===== src/rtl/lpwd_pkg.sv =====
`default_nettype none

package lpwd_pkg;

    localparam int ACT_W  = 2;
    localparam int WORD_W = 32;
    localparam int RIDX_W = 6;
    localparam int KIND_W = 2;
    localparam int BYTE_W = 8;
    localparam int CNT_W  = 16;

    localparam int STORE_DEPTH_DEF = 64;

    localparam logic [ACT_W-1:0] ACT_DATA  = 2'd0;
    localparam logic [ACT_W-1:0] ACT_FLUSH = 2'd1;
    localparam logic [ACT_W-1:0] ACT_READ  = 2'd2;

    localparam logic [KIND_W-1:0] KIND_NONE    = 2'd0;
    localparam logic [KIND_W-1:0] KIND_PADDING = 2'd1;
    localparam logic [KIND_W-1:0] KIND_DECODED = 2'd2;
    localparam logic [KIND_W-1:0] KIND_INVALID = 2'd3;

    localparam logic [7:0] SYM_00 = 8'h88;
    localparam logic [7:0] SYM_01 = 8'h8e;
    localparam logic [7:0] SYM_10 = 8'he8;
    localparam logic [7:0] SYM_11 = 8'hee;

    localparam logic [CNT_W-1:0] CNT_MAX = {CNT_W{1'b1}};

    typedef struct packed {
        logic              ok;
        logic [BYTE_W-1:0] byte_val;
    } t_word_dec;

    typedef struct packed {
        logic [KIND_W-1:0] word_kind;
        logic [BYTE_W-1:0] decoded_byte;
        logic [CNT_W-1:0]  byte_total;
        logic [CNT_W-1:0]  padding_total;
        logic [CNT_W-1:0]  invalid_total;
    } t_result;

    typedef struct packed {
        t_result           res;
        logic [BYTE_W-1:0] stored_byte;
    } t_out;

    function automatic logic [CNT_W-1:0] sat_inc(input logic [CNT_W-1:0] cnt);
        return (cnt == CNT_MAX) ? cnt : cnt + 1'b1;
    endfunction

    // four parallel symbol compares, symbol in the low byte gives the low bits
    function automatic t_word_dec decode_word(input logic [WORD_W-1:0] word);
        t_word_dec  dec;
        logic [7:0] sym;
        dec.ok       = 1'b1;
        dec.byte_val = '0;
        for (int k = 0; k < 4; k++) begin
            sym = word[k*8 +: 8];
            unique case (sym)
                SYM_00: dec.byte_val[k*2 +: 2] = 2'd0;
                SYM_01: dec.byte_val[k*2 +: 2] = 2'd1;
                SYM_10: dec.byte_val[k*2 +: 2] = 2'd2;
                SYM_11: dec.byte_val[k*2 +: 2] = 2'd3;
                default: dec.ok = 1'b0;
            endcase
        end
        return dec;
    endfunction

endpackage

`default_nettype wire


===== src/rtl/lpwd_in_if.sv =====
`default_nettype none

interface lpwd_in_if import lpwd_pkg::*; ();
    logic              valid;
    logic              ready;
    logic [ACT_W-1:0]  action;
    logic [WORD_W-1:0] word;
    logic [RIDX_W-1:0] read_index;

    modport source (output valid, output action, output word, output read_index,
                    input ready);
    modport sink   (input valid, input action, input word, input read_index,
                    output ready);
endinterface

`default_nettype wire


===== src/rtl/lpwd_out_if.sv =====
`default_nettype none

interface lpwd_out_if import lpwd_pkg::*; ();
    logic              valid;
    logic              ready;
    logic [KIND_W-1:0] word_kind;
    logic [BYTE_W-1:0] decoded_byte;
    logic [CNT_W-1:0]  byte_total;
    logic [CNT_W-1:0]  padding_total;
    logic [CNT_W-1:0]  invalid_total;
    logic [BYTE_W-1:0] stored_byte;

    modport source (output valid, output word_kind, output decoded_byte,
                    output byte_total, output padding_total, output invalid_total,
                    output stored_byte, input ready);
    modport sink   (input valid, input word_kind, input decoded_byte,
                    input byte_total, input padding_total, input invalid_total,
                    input stored_byte, output ready);
endinterface

`default_nettype wire


===== src/rtl/lpwd_byte_store.sv =====
`default_nettype none

module lpwd_byte_store import lpwd_pkg::*; #(
    parameter int STORE_DEPTH = STORE_DEPTH_DEF,
    parameter int AW          = $clog2(STORE_DEPTH)
) (
    input  logic              i_clk,
    input  logic              i_we,
    input  logic [AW-1:0]     i_waddr,
    input  logic [BYTE_W-1:0] i_wdata,
    input  logic              i_re,
    input  logic [AW-1:0]     i_raddr,
    output logic [BYTE_W-1:0] o_rdata
);

    logic [BYTE_W-1:0] r_mem [STORE_DEPTH];
    logic [BYTE_W-1:0] r_rdata;

    always_ff @(posedge i_clk) begin
        if (i_we) begin
            r_mem[i_waddr] <= i_wdata;
        end
    end

    // read data holds while no new read is issued
    always_ff @(posedge i_clk) begin
        if (i_re) begin
            r_rdata <= r_mem[i_raddr];
        end
    end

    assign o_rdata = r_rdata;

endmodule

`default_nettype wire


===== src/rtl/led_pulse_word_decoder.sv =====
// results pass through the first result stage (r_a) and then the output register (r_b)
// throughput: one request per cycle while the output is not stalled by o_res.ready; the decode,
//   counter update and store access all sit between the request edge and the first result register
// reset (synchronous, active low) clears the counters, dma enable and valid flags;
//   the byte store is not swept, entries at or above the byte count read as zero
`default_nettype none

module led_pulse_word_decoder import lpwd_pkg::*; #(
    parameter int STORE_DEPTH = STORE_DEPTH_DEF
) (
    input  logic        i_clk,
    input  logic        i_rst_n,
    input  logic        i_cfg_we,
    input  logic        i_cfg_wdata,
    lpwd_in_if.sink     i_req,
    lpwd_out_if.source  o_res
);

    localparam int AW = (STORE_DEPTH > 1) ? $clog2(STORE_DEPTH) : 1;
    localparam logic [CNT_W-1:0] DEPTH_W = CNT_W'(STORE_DEPTH);

    logic             r_dma_en;
    logic [CNT_W-1:0] r_byte_cnt, n_byte_cnt;
    logic [CNT_W-1:0] r_pad_cnt, n_pad_cnt;
    logic [CNT_W-1:0] r_inv_cnt, n_inv_cnt;

    logic    r_a_valid;
    t_result r_a, n_a;
    logic    r_a_rd_hit, n_rd_hit;
    logic    r_b_valid;
    t_out    r_b;

    logic              acc;
    logic              a_to_b;
    logic              mem_we;
    logic [BYTE_W-1:0] mem_q;
    t_word_dec         dec;
    logic [CNT_W-1:0]  ridx_w;
    logic [AW+RIDX_W-1:0] ridx_ext;

    assign a_to_b      = r_a_valid && (!r_b_valid || o_res.ready);
    assign i_req.ready = !r_a_valid || a_to_b;
    assign acc         = i_req.valid && i_req.ready;

    assign dec      = decode_word(i_req.word);
    assign ridx_w   = CNT_W'(i_req.read_index);
    assign ridx_ext = {AW'(0), i_req.read_index};

    always_comb begin
        n_byte_cnt = r_byte_cnt;
        n_pad_cnt  = r_pad_cnt;
        n_inv_cnt  = r_inv_cnt;
        n_rd_hit   = 1'b0;
        mem_we     = 1'b0;
        n_a.word_kind    = KIND_NONE;
        n_a.decoded_byte = '0;
        case (i_req.action)
            ACT_DATA: begin
                if (r_dma_en) begin
                    if (i_req.word == '0) begin
                        n_pad_cnt     = sat_inc(r_pad_cnt);
                        n_a.word_kind = KIND_PADDING;
                    end else if (dec.ok) begin
                        mem_we           = (r_byte_cnt < DEPTH_W);
                        n_byte_cnt       = sat_inc(r_byte_cnt);
                        n_a.word_kind    = KIND_DECODED;
                        n_a.decoded_byte = dec.byte_val;
                    end else begin
                        n_inv_cnt     = sat_inc(r_inv_cnt);
                        n_a.word_kind = KIND_INVALID;
                    end
                end
            end
            ACT_FLUSH: begin
                if (i_req.word != '0) begin
                    n_byte_cnt = '0;
                    n_pad_cnt  = '0;
                    n_inv_cnt  = '0;
                end
            end
            ACT_READ: begin
                // entries are filled in order from zero, so the count marks what is live
                n_rd_hit = (ridx_w < DEPTH_W) && (ridx_w < r_byte_cnt);
            end
            default: begin
            end
        endcase
        n_a.byte_total    = n_byte_cnt;
        n_a.padding_total = n_pad_cnt;
        n_a.invalid_total = n_inv_cnt;
    end

    lpwd_byte_store #(
        .STORE_DEPTH (STORE_DEPTH),
        .AW          (AW)
    ) u_store (
        .i_clk   (i_clk),
        .i_we    (acc && mem_we),
        .i_waddr (r_byte_cnt[AW-1:0]),
        .i_wdata (dec.byte_val),
        .i_re    (acc),
        .i_raddr (ridx_ext[AW-1:0]),
        .o_rdata (mem_q)
    );

    always_ff @(posedge i_clk) begin
        if (!i_rst_n) begin
            r_dma_en <= 1'b0;
        end else if (i_cfg_we) begin
            r_dma_en <= i_cfg_wdata;
        end
    end

    always_ff @(posedge i_clk) begin
        if (!i_rst_n) begin
            r_byte_cnt <= '0;
            r_pad_cnt  <= '0;
            r_inv_cnt  <= '0;
        end else if (acc) begin
            r_byte_cnt <= n_byte_cnt;
            r_pad_cnt  <= n_pad_cnt;
            r_inv_cnt  <= n_inv_cnt;
        end
    end

    always_ff @(posedge i_clk) begin
        if (!i_rst_n) begin
            r_a_valid <= 1'b0;
            r_b_valid <= 1'b0;
        end else begin
            if (acc) begin
                r_a_valid <= 1'b1;
            end else if (a_to_b) begin
                r_a_valid <= 1'b0;
            end
            if (a_to_b) begin
                r_b_valid <= 1'b1;
            end else if (o_res.ready) begin
                r_b_valid <= 1'b0;
            end
        end
    end

    always_ff @(posedge i_clk) begin
        if (acc) begin
            r_a        <= n_a;
            r_a_rd_hit <= n_rd_hit;
        end
        if (a_to_b) begin
            r_b.res         <= r_a;
            r_b.stored_byte <= r_a_rd_hit ? mem_q : '0;
        end
    end

    assign o_res.valid         = r_b_valid;
    assign o_res.word_kind     = r_b.res.word_kind;
    assign o_res.decoded_byte  = r_b.res.decoded_byte;
    assign o_res.byte_total    = r_b.res.byte_total;
    assign o_res.padding_total = r_b.res.padding_total;
    assign o_res.invalid_total = r_b.res.invalid_total;
    assign o_res.stored_byte   = r_b.stored_byte;

    // a held result in the first stage is never overwritten
    a_no_overwrite: assert property (@(posedge i_clk) disable iff (!i_rst_n)
        (acc && r_a_valid) |-> a_to_b)
        else $error("first result stage overwritten");

    a_flush_clears: assert property (@(posedge i_clk) disable iff (!i_rst_n)
        (acc && i_req.action == ACT_FLUSH && i_req.word != '0) |=>
        (r_byte_cnt == '0 && r_pad_cnt == '0 && r_inv_cnt == '0))
        else $error("flush did not clear counters");

    a_byte_cnt_mono: assert property (@(posedge i_clk) disable iff (!i_rst_n)
        (acc && i_req.action != ACT_FLUSH) |=> (r_byte_cnt >= $past(r_byte_cnt)))
        else $error("byte count went down without a flush");

    a_store_in_range: assert property (@(posedge i_clk) disable iff (!i_rst_n)
        (acc && mem_we) |-> (r_byte_cnt < DEPTH_W))
        else $error("store written beyond its depth");

endmodule

`default_nettype wire

===== src/flat_wrapper.sv =====
// flat-port wrapper written by rule: the top's interface ports become plain ports
module led_pulse_word_decoder_flat import lpwd_pkg::*;
#(
    parameter int STORE_DEPTH = STORE_DEPTH_DEF
)
  (i_clk, i_rst_n, i_cfg_we, i_cfg_wdata, i_req_valid, i_req_action, i_req_word, i_req_read_index, i_req_ready, o_res_valid, o_res_word_kind, o_res_decoded_byte, o_res_byte_total, o_res_padding_total, o_res_invalid_total, o_res_stored_byte, o_res_ready);
  lpwd_in_if i_req_i ();
  lpwd_out_if o_res_i ();
  input  logic i_clk;
  input  logic i_rst_n;
  input  logic i_cfg_we;
  input  logic i_cfg_wdata;
  input wire logic [$bits(i_req_i.valid)-1:0] i_req_valid;
  input wire logic [$bits(i_req_i.action)-1:0] i_req_action;
  input wire logic [$bits(i_req_i.word)-1:0] i_req_word;
  input wire logic [$bits(i_req_i.read_index)-1:0] i_req_read_index;
  output wire logic [$bits(i_req_i.ready)-1:0] i_req_ready;
  output wire logic [$bits(o_res_i.valid)-1:0] o_res_valid;
  output wire logic [$bits(o_res_i.word_kind)-1:0] o_res_word_kind;
  output wire logic [$bits(o_res_i.decoded_byte)-1:0] o_res_decoded_byte;
  output wire logic [$bits(o_res_i.byte_total)-1:0] o_res_byte_total;
  output wire logic [$bits(o_res_i.padding_total)-1:0] o_res_padding_total;
  output wire logic [$bits(o_res_i.invalid_total)-1:0] o_res_invalid_total;
  output wire logic [$bits(o_res_i.stored_byte)-1:0] o_res_stored_byte;
  input wire logic [$bits(o_res_i.ready)-1:0] o_res_ready;
  assign i_req_i.valid = i_req_valid;
  assign i_req_i.action = i_req_action;
  assign i_req_i.word = i_req_word;
  assign i_req_i.read_index = i_req_read_index;
  assign i_req_ready = i_req_i.ready;
  assign o_res_valid = o_res_i.valid;
  assign o_res_word_kind = o_res_i.word_kind;
  assign o_res_decoded_byte = o_res_i.decoded_byte;
  assign o_res_byte_total = o_res_i.byte_total;
  assign o_res_padding_total = o_res_i.padding_total;
  assign o_res_invalid_total = o_res_i.invalid_total;
  assign o_res_stored_byte = o_res_i.stored_byte;
  assign o_res_i.ready = o_res_ready;
  led_pulse_word_decoder #(.STORE_DEPTH(STORE_DEPTH)) u_core (.i_clk(i_clk), .i_rst_n(i_rst_n), .i_cfg_we(i_cfg_we), .i_cfg_wdata(i_cfg_wdata), .i_req(i_req_i), .o_res(o_res_i));
endmodule

===== config.mk =====
export PLATFORM = sky130hd
export DESIGN_NAME = led_pulse_word_decoder_flat
export DESIGN_NICKNAME = d
export VERILOG_FILES = /design/src/rtl/lpwd_pkg.sv /design/src/rtl/lpwd_in_if.sv /design/src/rtl/lpwd_out_if.sv /design/src/rtl/lpwd_byte_store.sv /design/src/rtl/led_pulse_word_decoder.sv /design/src/flat_wrapper.sv
export SDC_FILE = /design/constraint.sdc
export NUM_CORES = 1
export LEC_CHECK = 0
export ABC_AREA = 1
export BUFFER_PORTS_ARGS = -buffer_cell sky130_fd_sc_hd__buf_2
export CORE_MARGIN = 4
export CORE_UTILIZATION = 57
export DETAILED_ROUTE_END_ITERATION = 7
export GPL_TIMING_DRIVEN = 0
export HOLD_SLACK_MARGIN = 0.15
export PLACE_DENSITY = 0.74
export SYNTH_ARGS = -nofsm -noshare
export SYNTH_HDL_FRONTEND = slang
export SYNTH_SLANG_ARGS = --single-unit

===== constraint.sdc =====
create_clock -name i_clk -period 6.2 [get_ports i_clk]
set_clock_uncertainty 0.1 [all_clocks]
set_input_delay 1.24 -clock i_clk [delete_from_list [all_inputs] [get_ports i_clk]]
set_output_delay 1.24 -clock i_clk [all_outputs]
set_load 0.02 [all_outputs]

==> impl_metrics.json, run 1 <==
{
  "synth_enable_flop_cells": 645,
  "synth_seq_cells": 696,
  "synthesis.nets": 2660,
  "fin_cells": 3531,
  "port_buffers": 113,
  "fin_crit_ns": 4.03,
  "final_area_sq_um": 33300,
  "rsz0062_at_grt": "no",
  "post_cts_buffers": 0,
  "cts-buffers-inserted": 71,
  "grt_pass1_vias": 21331,
  "leakagePower_nw": 11.0,
  "hold_slack_ns": 0.317,
  "hp-start": "u_core.r_a[22]$_DFFE_PP_",
  "hold_viol": 0,
  "die_x_microns": 235,
  "cts_root_buf": "clkbuf_16",
  "max_stage_delay_ns": 1.19,
  "routabilityCongestion": 1.07,
  "antenna_found_initial": 4,
  "crit_required_ns": 6.32,
  "design.core.area_sq_um": 50600,
  "total_power_mw": 10.1,
  "dominantRegCellSynth": "edfxtp_1",
  "setup_tns_ns": 0,
  "synth_warnings": 0,
  "routedWlPerCell_microns": 28.8,
  "finalWirelength_microns": 102000,
  "netlist-cell-type-count": 41,
  "slew_viol_final": 0,
  "fin_nets": 2857,
  "synthAdderAreaFrac_pct": 0.341,
  "fp.dieH_microns": 235,
  "fillers": 3763,
  "worstSetupPathType": "input pin to flop",
  "ir_drop_uv": 295,
  "postSynthCellCount": 2606,
  "cts_tree": "done",
  "grt.overflow.total": 0,
  "ioPinCount": 114,
  "fin_crit_sh_pct": 64.9,
  "drt_iter0_markers": 3452,
  "netlist_area_sq_um": 29400,
  "cts.sinks": 696,
  "clk_path_buf_depth": 3,
  "die_area_sq_um": 55200,
  "initial_core_util_pct": 58.0,
  "cts_max_level": 3,
  "max_freq_mhz": 248,
  "outcome": "complete, no violations",
  "critPathTopFamily": "simple AND/OR/NAND/NOR gates",
  "multi_input_area_sq_um": 7770,
  "setup-violations-final": 0,
  "synth-simple-area-share_pct": 14.2,
  "dr.pass1.iters": 6,
  "hold_path_class": "flop to flop",
  "clk_pin_slew_ns": 0.06,
  "cap_violations": 0,
  "cpMaxStageDelayCell": "nor2_1",
  "place_area_sq_um": 31000,
  "cp_max_fo": 10,
  "crit_chain": "buf_2, inv_1, nand3_1, nand2_1, inv_2, nand3_4, nor2_8, nand2_2, nor2_1",
  "track_usage_pct": 35.7,
  "path_buf_inv": 3,
  "fin_ws_ns": 2.17,
  "syn_avg_cell_area_sq_um": 11.3,
  "regArea_sq_um": 20400,
  "slew_headroom_pct": 1.40,
  "grt_max_degree": 53,
  "ctsHoldBuffers": 0,
  "ant_nets": 0,
  "synth.mux.area_fraction_pct": 0,
  "via_per_inst": 6.39,
  "synth_area_leaders": "edfxtp_1 66%, o21ai_0 6.0%, nor2_1 5.6%, nand2_1 4.2%, dfxtp_1 3.5%",
  "synth-async-reset-ratio_pct": 0,
  "placed_cells": 3402,
  "r2r-start": "u_core.o_res.valid$_SDFFE_PN0P_",
  "grt_pass1_wl_microns": 144000,
  "postLayoutCoreUtil_pct": 65.8,
  "synth_top_family_by_area": "simple AND/OR/NAND/NOR gates",
  "p_per_area_nw_per_um2": 303,
  "rows": 82,
  "synthXorXnorAreaFrac_pct": 0.179,
  "setup.worst_path.end_class": "flop",
  "worst-endpoint-arrival_ns": 4.15,
  "synth-seq-area-share_pct": 69.4,
  "synth_compound_area_share_pct": 11.6,
  "synth.top_cell.area_share_pct": 66.0,
  "drive_above_1_share_pct": 12.0,
  "ctsResizeCount": 0,
  "synth_top_area_cell": "edfxtp_1",
  "place_hpwl_microns": 71400,
  "area_growth_pct": 13.4,
  "clk_latency_ns": 0.63,
  "crit_start": "o_res_ready",
  "vias": 22562,
  "tightestPinTransition_ns": 1.47,
  "critPathLaunchType": "input pin",
  "pre_cts_slack_ns": 1.79,
  "drc": 0
}
## cell usage after synthesis (14+ instances only)
master,instances
o211ai_1,27
nor2_1,437
o22ai_1,125
a21oi_1,70
clkbuf_1,96
buf_2,28
dfxtp_1,51
inv_2,14
nor3_1,18
o21ai_0,353
nand4_1,28
nand3_1,94
edfxtp_1,645
nand2_1,332
inv_1,152
nor2_2,19
o21ai_1,24
## metal layers
| layer | vias to the layer above | wire length [microns] | GRT usage [%] | part of all wire [%] |
|---|---|---|---|---|
| li1 | 9688 | - | - | - |
| met1 | 10916 | 39200 | 49.9 | 39 |
| met2 | 1681 | 44400 | 52.8 | 44 |
| met3 | 273 | 13800 | 11.1 | 14 |
| met4 | 4 | 4280 | 14.6 | 4.2 |
| met5 | - | 24 | 0 | 0.024 |
## path summary, 6_finish.rpt
path	to	slack, ns	depth (start not counted)
max	u_core.u_store.r_mem[30][2]$_DFFE_PP_	2.17	9
max reg2reg	u_core.u_store.r_mem[30][2]$_DFFE_PP_	2.57	7
min	u_core.o_res.padding_total[6]$_DFFE_PP_	0.32	0
min reg2reg	u_core.o_res.padding_total[6]$_DFFE_PP_	0.32	0
## kinds of logic after synthesis
kind of cell,Yosys count
flip-flops,696
XOR/XNOR,6
AO/OA/AOI/OAI,623
buffers and inverters,307
AND/OR/NAND/NOR,966
adder cells (fa/ha/maj),8
## placed cells by master, fill, tap and decap left out, types with 14 or more instances in the layout
cell type,Yosys,final
a21oi_1,70,69
buf_2,28,141
clkbuf_1,96,109
clkbuf_16,0,72
clkinv_1,1,14
dfxtp_1,51,51
edfxtp_1,645,645
inv_1,152,148
inv_2,14,18
nand2_1,332,332
nand3_1,94,94
nand4_1,28,28
nor2_1,437,433
nor2_2,19,19
nor3_1,18,18
o211ai_1,27,27
o21ai_0,353,353
o21ai_1,24,24
o22ai_1,125,125
## power breakdown
part / internal (mW) / leakage (nW) / switching [mW]
clock: 2.37 / 1.09 / 1.81
sequential: 5.16 / 5.44 / 0.0432
combinational: 0.169 / 4.44 / 0.548
## cell type report
type / count / area share [%]
diodes: 3 / 0.0225
plain buffers: 137 / 1.80
clock buffers: 87 / 5.61
clock inverters: 39 / 1.13
inverters: 170 / 1.94
multi-input cells: 1603 / 23.3
flip-flops and latches: 696 / 61.2
well taps: 672 / 2.53
repair buffers: 124 / 2.40
## registers in the layout, indices dropped and copies added (netlist names), 2 cells and up
register,flops
u_core.o_res.byte_total,16
u_core.r_a,58
u_core.o_res.invalid_total,16
u_core.u_store.o_rdata,8
u_core.o_res.padding_total,16
u_core.o_res.stored_byte,8
u_core.r_pad_cnt,16
u_core.r_byte_cnt,16
u_core.o_res.word_kind,2
u_core.r_inv_cnt,16
u_core.o_res.decoded_byte,8
u_core.u_store.r_mem,512
(Power assumes the default switching activity.)
==> inputs of run 2 (changes only) <==
--- a/config.mk
+++ b/config.mk
@@ -5,7 +5,7 @@
 export SDC_FILE = /design/constraint.sdc
 export NUM_CORES = 1
 export LEC_CHECK = 0
-export ABC_AREA = 1
+export ABC_AREA = 0
 export BUFFER_PORTS_ARGS = -buffer_cell sky130_fd_sc_hd__buf_2
 export CORE_MARGIN = 4
 export CORE_UTILIZATION = 57
==> constraint.sdc (replaced) <==
create_clock -name i_clk -period 3.8 [get_ports i_clk]
set_clock_uncertainty 0.1 [all_clocks]
set_input_delay 0.76 -clock i_clk [delete_from_list [all_inputs] [get_ports i_clk]]
set_output_delay 0.76 -clock i_clk [all_outputs]
set_load 0.02 [all_outputs]
==> impl_metrics.json, run 2 <==
{
  "outcome": "complete, no violations",
  "die_area_sq_um": 53000,
  "r2r-start": "u_core.r_byte_cnt[12]$_SDFFE_PN0P_",
  "clk_path_buf_depth": 3,
  "initial_core_util_pct": 57.6,
  "synth_seq_cells": 696,
  "gr-usage-met3_pct": 5.57,
  "critPathLaunchType": "input pin",
  "layout_common_cells": "645 x edfxtp_1, 160 x mux4_2, 116 x buf_2",
  "regMostFlops": "u_core.u_store.r_mem",
  "whs_path_depth": 0,
  "hp-start": "u_core.r_a[41]$_DFFE_PP_",
  "clk_latency_ns": 0.61,
  "syn_avg_cell_area_sq_um": 17.7,
  "dr.pass1.iters": 7,
  "tightestPinTransition_ns": 1.30,
  "grt_pass1_vias": 16261,
  "synth_top_area_cell": "edfxtp_1",
  "clk_pin_slew_ns": 0.07,
  "ir_drop_uv": 467,
  "drc": 0,
  "fin_nets": 1894,
  "drive_above_1_share_pct": 27.9,
  "cts_root_buf": "clkbuf_16",
  "routabilityCongestion": 0.941,
  "netlist-cell-type-count": 61,
  "grt_max_degree": 54,
  "fin_crit_ns": 3.67,
  "crit_required_ns": 4.04,
  "ff2ff_setup_slack_ns": 0.35,
  "via_per_inst": 6.60,
  "place_hpwl_microns": 47100,
  "worstSetupPathType": "input pin to flop",
  "pre_cts_slack_ns": -1.37,
  "largest_reg_flops": 512,
  "antenna_cells": 0,
  "port_buffers": 111,
  "cts_max_level": 3,
  "max_freq_mhz": 272,
  "fillers": 3195,
  "synth_enable_flop_cells": 645,
  "grt.busiest_layer": "met2",
  "hold_slack_ns": 0.313,
  "finalWirelength_microns": 70900,
  "p_per_area_nw_per_um2": 481,
  "cts-buffers-inserted": 70,
  "ctsHoldBuffers": 0,
  "synthesis.nets": 1644,
  "dominantRegCellSynth": "edfxtp_1",
  "area_growth_pct": 15.7,
  "hold_viol": 0,
  "hold_path_class": "flop to flop",
  "antenna_found_initial": 0,
  "ioPinCount": 114,
  "rows": 81,
  "postSynthCellCount": 1590,
  "die_x_microns": 230,
  "worst-endpoint-arrival_ns": 3.92,
  "hold_end": "u_core.o_res.byte_total[9]$_DFFE_PP_",
  "synth.top_cell.area_share_pct": 68.8,
  "leakagePower_nw": 9.21,
  "cts_tree": "done",
  "place_area_sq_um": 30000,
  "grt.overflow.total": 0,
  "synth-seq-area-share_pct": 72.4,
  "synth_area_leaders": "edfxtp_1 69%, mux4_2 13%, dfxtp_1 3.6%, nor2_1 1.2%, nand3_1 1.0%",
  "design.core.area_sq_um": 48800,
  "ant_nets": 0,
  "worst_r2r_path_depth": 6,
  "synth_warnings": 0,
  "cp_max_fo": 10,
  "fin_crit_sh_pct": 96.6,
  "drt_iter0_markers": 2471,
  "r2r-end": "u_core.u_store.r_mem[10][2]$_DFFE_PP_",
  "slew_viol_final": 0,
  "layout_commonest_cell": "edfxtp_1",
  "regArea_sq_um": 20400,
  "met1_usage_pct": 38.2,
  "routedWlPerCell_microns": 27.7,
  "setup-violations-final": 0,
  "netlist_area_sq_um": 28100,
  "fin_ws_ns": 0.127,
  "setup.worst_path.end_class": "flop",
  "multi_input_area_sq_um": 7580,
  "slew_headroom_pct": 13.4,
  "cap_violations": 0,
  "yosys.cell_count.top_type": "edfxtp_1",
  "synth_common_cells": "645 x edfxtp_1, 160 x mux4_2, 92 x nor2_1, 75 x nand2_1, 68 x clkbuf_1",
  "vias": 16866,
  "track_usage_pct": 26.9,
  "top_regs": "u_core.u_store.r_mem: 512 flops, u_core.r_a: 58 flops",
  "fp.dieH_microns": 230,
  "final_area_sq_um": 32600,
  "cts.sinks": 696,
  "synth-async-reset-ratio_pct": 0,
  "grt_pass1_wl_microns": 106000,
  "use_met2_pct": 42.9
}
[run 2: timing repair]
| item | 4_1_cts | 5_1_grt |
|---|---|---|
| pin swaps | 7 | 1 |
| setup buffers | 16 | 1 |
| setup endpoints to repair | 512 | 387 |
| gates cloned | 0 | 0 |
| resized for setup | 26 | 35 |
[run 2: power breakdown]
| group | leakage, nW | internal, mW | switching (mW) |
|---|---|---|---|
| combinational | 2.72 | 0.190 | 0.390 |
| clock | 1.09 | 3.90 | 2.81 |
| sequential | 5.40 | 8.35 | 0.0195 |
[run 2: worst max-delay path by stage]
stage	startpoint	endpoint	slack, ns	cells after the start
after floorplan	i_req_word[8]	u_core.u_store.r_mem[0][2]$_DFFE_PP_	-1.67	2
after global placement	i_req_word[8]	u_core.u_store.r_mem[34][3]$_DFFE_PP_	-6.32	3
after detailed placement	i_req_word[8]	u_core.u_store.r_mem[47][1]$_DFFE_PP_	-1.37	8
after CTS	i_req_word[8]	u_core.u_store.r_mem[4][6]$_DFFE_PP_	0.1	9
after global routing	i_req_word[16]	u_core.u_store.r_mem[34][3]$_DFFE_PP_	-0.006	10
final	i_req_read_index[0]	u_core.u_store.o_rdata[3]$_DFFE_PP_	0.13	6
[run 2: cell type report]
cell class / instances / share of cell area, %
Buffer: 95 / 1.16
Clock buffer: 86 / 5.83
Clock inverter: 37 / 1.03
Inverter: 12 / 0.138
Multi-Input combinational cell: 787 / 23.3
Sequential cell: 696 / 62.6
Tap cell: 664 / 2.55
Timing Repair Buffer: 178 / 3.42
[run 2: metal layers]
layer	routed length, microns	vias to the layer above
met5	0	-
met4	2530	0
met3	7180	181
met2	34400	1089
met1	26800	8526
li1	-	7070
[run 2: worst max-delay path: stages]
cell      delay, ns
clkbuf_1       0.43
buf_1          0.95
mux4_2         0.67
mux4_2         0.52
a22oi_1        0.47
nand2_1        0.10
[run 2: stage by stage]
step	std cells	TNS (ns)	utilization, %	power [mW]
finish	2555	0	66.7	15.7
global route	2555	-0.0637	66.7	16.1
floorplan	1590	-863.13	-	8.87
global placement	2365	-3509.44	60.5	9.08
detailed placement	2415	-592.48	61.5	9.10
CTS	2554	0	66.5	15.7
[run 2: cell families (layout without fill, tap and decap cells)]
logic type,Yosys count,after routing,share of synthesized area (%)
AO/OA/AOI/OAI,178,178,4.38
AND/OR/NAND/NOR,428,428,8.13
XOR/XNOR,10,10,0.311
buffers and inverters,107,408,1.46
adder cells (fa/ha/maj),8,8,0.356
flip-flops,696,696,72.4
multiplexers,163,163,12.9
==> inputs of run 3 (changes only) <==
--- a/config.mk
+++ b/config.mk
@@ -15,4 +15,5 @@
 export PLACE_DENSITY = 0.74
 export SYNTH_ARGS = -nofsm -noshare
 export SYNTH_HDL_FRONTEND = slang
+export SYNTH_HIERARCHICAL = 1
 export SYNTH_SLANG_ARGS = --single-unit
==> impl_metrics.json, run 3 <==
{
  "worst-endpoint-arrival_ns": 3.76,
  "ant_nets": 0,
  "path_buf_inv": 2,
  "synth_seq_cells": 696,
  "cts_root_buf": "clkbuf_16",
  "placed_cells": 2523,
  "fin_ws_ns": 0.154,
  "critPathLaunchType": "input pin",
  "dr.pass1.iters": 6,
  "place_hpwl_microns": 49000,
  "max_stage_delay_ns": 0.80,
  "setup_tns_ns": 0,
  "leakagePower_nw": 9.30,
  "r2r-end": "u_core/u_store/r_mem[51][7]$_DFFE_PP_",
  "largest_reg_flops": 512,
  "antenna_found_initial": 2,
  "critPathTopFamily": "simple AND/OR/NAND/NOR gates",
  "drc": 0,
  "p_per_area_nw_per_um2": 471,
  "cts_max_level": 3,
  "synth_common_cells": "645 x edfxtp_1, 126 x mux4_2, 113 x nor2_1, 109 x nand2_1, 51 x dfxtp_1",
  "antenna_cells": 0,
  "routedWlPerCell_microns": 27.3,
  "fin_crit_ns": 3.65,
  "pre_cts_slack_ns": -1.31,
  "cpMaxStageDelayCell": "nor2_1",
  "dominantRegCellSynth": "edfxtp_1",
  "total_power_mw": 15.5,
  "die_area_sq_um": 53300,
  "slew_viol_final": 0,
  "synthXorXnorAreaFrac_pct": 0.278,
  "drt_iter0_markers": 2506,
  "synthesis.nets": 1752,
  "postSynthCellCount": 1698,
  "synth.top_cell.area_share_pct": 68.4,
  "crit_chain": "buf_2, nand2b_1, nor4_1, nand4_1, clkbuf_1, nor3_4, nand4_1, nor2_1",
  "ff2ff_setup_slack_ns": 0.23,
  "rsz0062_at_grt": "no",
  "layout_common_cells": "645 x edfxtp_1, 135 x buf_2, 126 x mux4_2",
  "hold_path_class": "input pin to flop",
  "fin_nets": 1991,
  "syn_avg_cell_area_sq_um": 16.7,
  "hold_end": "u_core/r_a_valid$_SDFFE_PN0P_",
  "synth_top_area_cell": "edfxtp_1",
  "grt_pass1_wl_microns": 108000,
  "clk_path_buf_depth": 3,
  "whs_path_depth": 3,
  "ir_drop_uv": 419,
  "top_regs": "u_core/u_store/r_mem: 512 flops, u_core/r_a: 58 flops",
  "synth-async-reset-ratio_pct": 0,
  "rows": 81,
  "cts-buffers-inserted": 69,
  "synth_enable_flop_cells": 645,
  "routabilityCongestion": 0.951,
  "cts_tree": "done",
  "worst_r2r_path_depth": 9,
  "netlist_area_sq_um": 28300,
  "synthAdderAreaFrac_pct": 0.353,
  "slew_headroom_pct": 26.3,
  "fillers": 3233,
  "critPathMostFrequentCell": "nand4_1",
  "grt.overflow.total": 0,
  "fp.dieH_microns": 231,
  "grt_pass1_vias": 16604,
  "fin_cells": 2654,
  "synth.mux.area_fraction_pct": 11.6,
  "cts.sinks": 696,
  "synth_compound_area_share_pct": 5.13,
  "initial_core_util_pct": 57.8,
  "synth_top_family_by_area": "multiplexers",
  "clk_latency_ns": 0.61,
  "cap_violations": 0,
  "grt_max_degree": 77,
  "synth_area_leaders": "edfxtp_1 68%, mux4_2 10%, dfxtp_1 3.6%, nor2_1 1.5%, nand2_1 1.4%",
  "vias": 17434,
  "clk_pin_slew_ns": 0.06,
  "cp_max_fo": 10,
  "ioPinCount": 114,
  "ctsHoldBuffers": 0,
  "layout_commonest_cell": "edfxtp_1",
  "r2r-start": "u_core/o_res.valid$_SDFFE_PN0P_",
  "regMostFlops": "u_core/u_store/r_mem",
  "port_buffers": 112,
  "hold_slack_ns": 0.300,
  "setup-violations-final": 0,
  "hold_viol": 0,
  "hp-start": "i_req_valid",
  "drive_above_1_share_pct": 27.0,
  "area_growth_pct": 16.3,
  "max_freq_mhz": 274,
  "worstSetupPathType": "input pin to flop",
  "synth-seq-area-share_pct": 72.0,
  "finalWirelength_microns": 72500,
  "die_x_microns": 231,
  "fin_crit_sh_pct": 96.0,
  "outcome": "complete, no violations",
  "design.core.area_sq_um": 49100,
  "track_usage_pct": 27.3,
  "tightestPinTransition_ns": 1.10,
  "synth_warnings": 6,
  "crit_required_ns": 3.91,
  "synth-simple-area-share_pct": 8.67,
  "via_per_inst": 6.57,
  "netlist-cell-type-count": 72,
  "setup.worst_path.end_class": "flop",
  "yosys.cell_count.top_type": "edfxtp_1"
}
## run 3: power by group
| group | switching (mW) | internal [mW] | leakage [nW] |
|---|---|---|---|
| clock | 2.77 | 3.80 | 1.06 |
| combinational | 0.407 | 0.183 | 2.98 |
| sequential | 0.0198 | 8.35 | 5.25 |
## run 3: worst min-delay path, stage by stage
cell and delay, ns:
buf_2 0.11, inv_1 0.04, a21oi_1 0.05
## run 3: stage by stage
step | util (%) | cell area (sq um)
after floorplan | - | 28300
after global placement | 60.6 | 29700
after detailed placement | 61.5 | 30200
after CTS | 66.9 | 32800
after global routing | 67.2 | 33000
final | 67.2 | 33000
## run 3: worst max path at each step
stage | from | endpoint | slack (ns) | depth (start not counted)
floorplan | i_req_word[16] | u_core/u_store/r_mem[0][4]$_DFFE_PP_ | -1.67 | 2
global placement | i_req_word[0] | u_core/u_store/r_mem[40][1]$_DFFE_PP_ | -6.58 | 3
detailed placement | i_req_word[24] | u_core/u_store/r_mem[46][2]$_DFFE_PP_ | -1.31 | 9
CTS | u_core/o_res.valid$_SDFFE_PN0P_ | u_core/u_store/r_mem[25][6]$_DFFE_PP_ | -0.01 | 9
global route | i_req_word[24] | u_core/u_store/r_mem[21][3]$_DFFE_PP_ | 0.05 | 8
finish | i_req_word[24] | u_core/u_store/r_mem[51][7]$_DFFE_PP_ | 0.15 | 8
## run 3: cells by family (layout without fill, tap and decap cells)
group                    count (synthesis)  count (layout)
buffers and inverters                  114             406
adder cells (fa/ha/maj)                  8               8
flip-flops                             696             696
AND/OR/NAND/NOR                        483             483
multiplexers                           169             169
XOR/XNOR                                 9               9
AO/OA/AOI/OAI                          219             219
## run 3: area by class of cell
type	instances	area [sq um]	share of cell area (%)
sequential	696	20400	61.9
multi-input combinational	888	7920	24.0
clock buffer	90	1900	5.77
timing repair buffer	168	1030	3.14
tap	664	831	2.52
buffer	97	529	1.61
clock inverter	34	283	0.858
inverter	17	63.8	0.194
## run 3: timing repair
item / in CTS / in global routing
endpoints found under the hold margin: 0 / 0
setup endpoints to repair: 512 / 480
setup buffers: 4 / 3
resized for setup: 108 / 20
pin swaps: 4 / 4
gates cloned: 0 / 0
## run 3: layer usage
metal	vias up	wire length [microns]	part of all wire [%]	track usage, %
met5	-	0	0	0
li1	7365	-	-	-
met1	8708	27200	38	38.6
met2	1181	34400	47	42.7
met4	0	2640	3.6	9.51
met3	180	8240	11	6.01
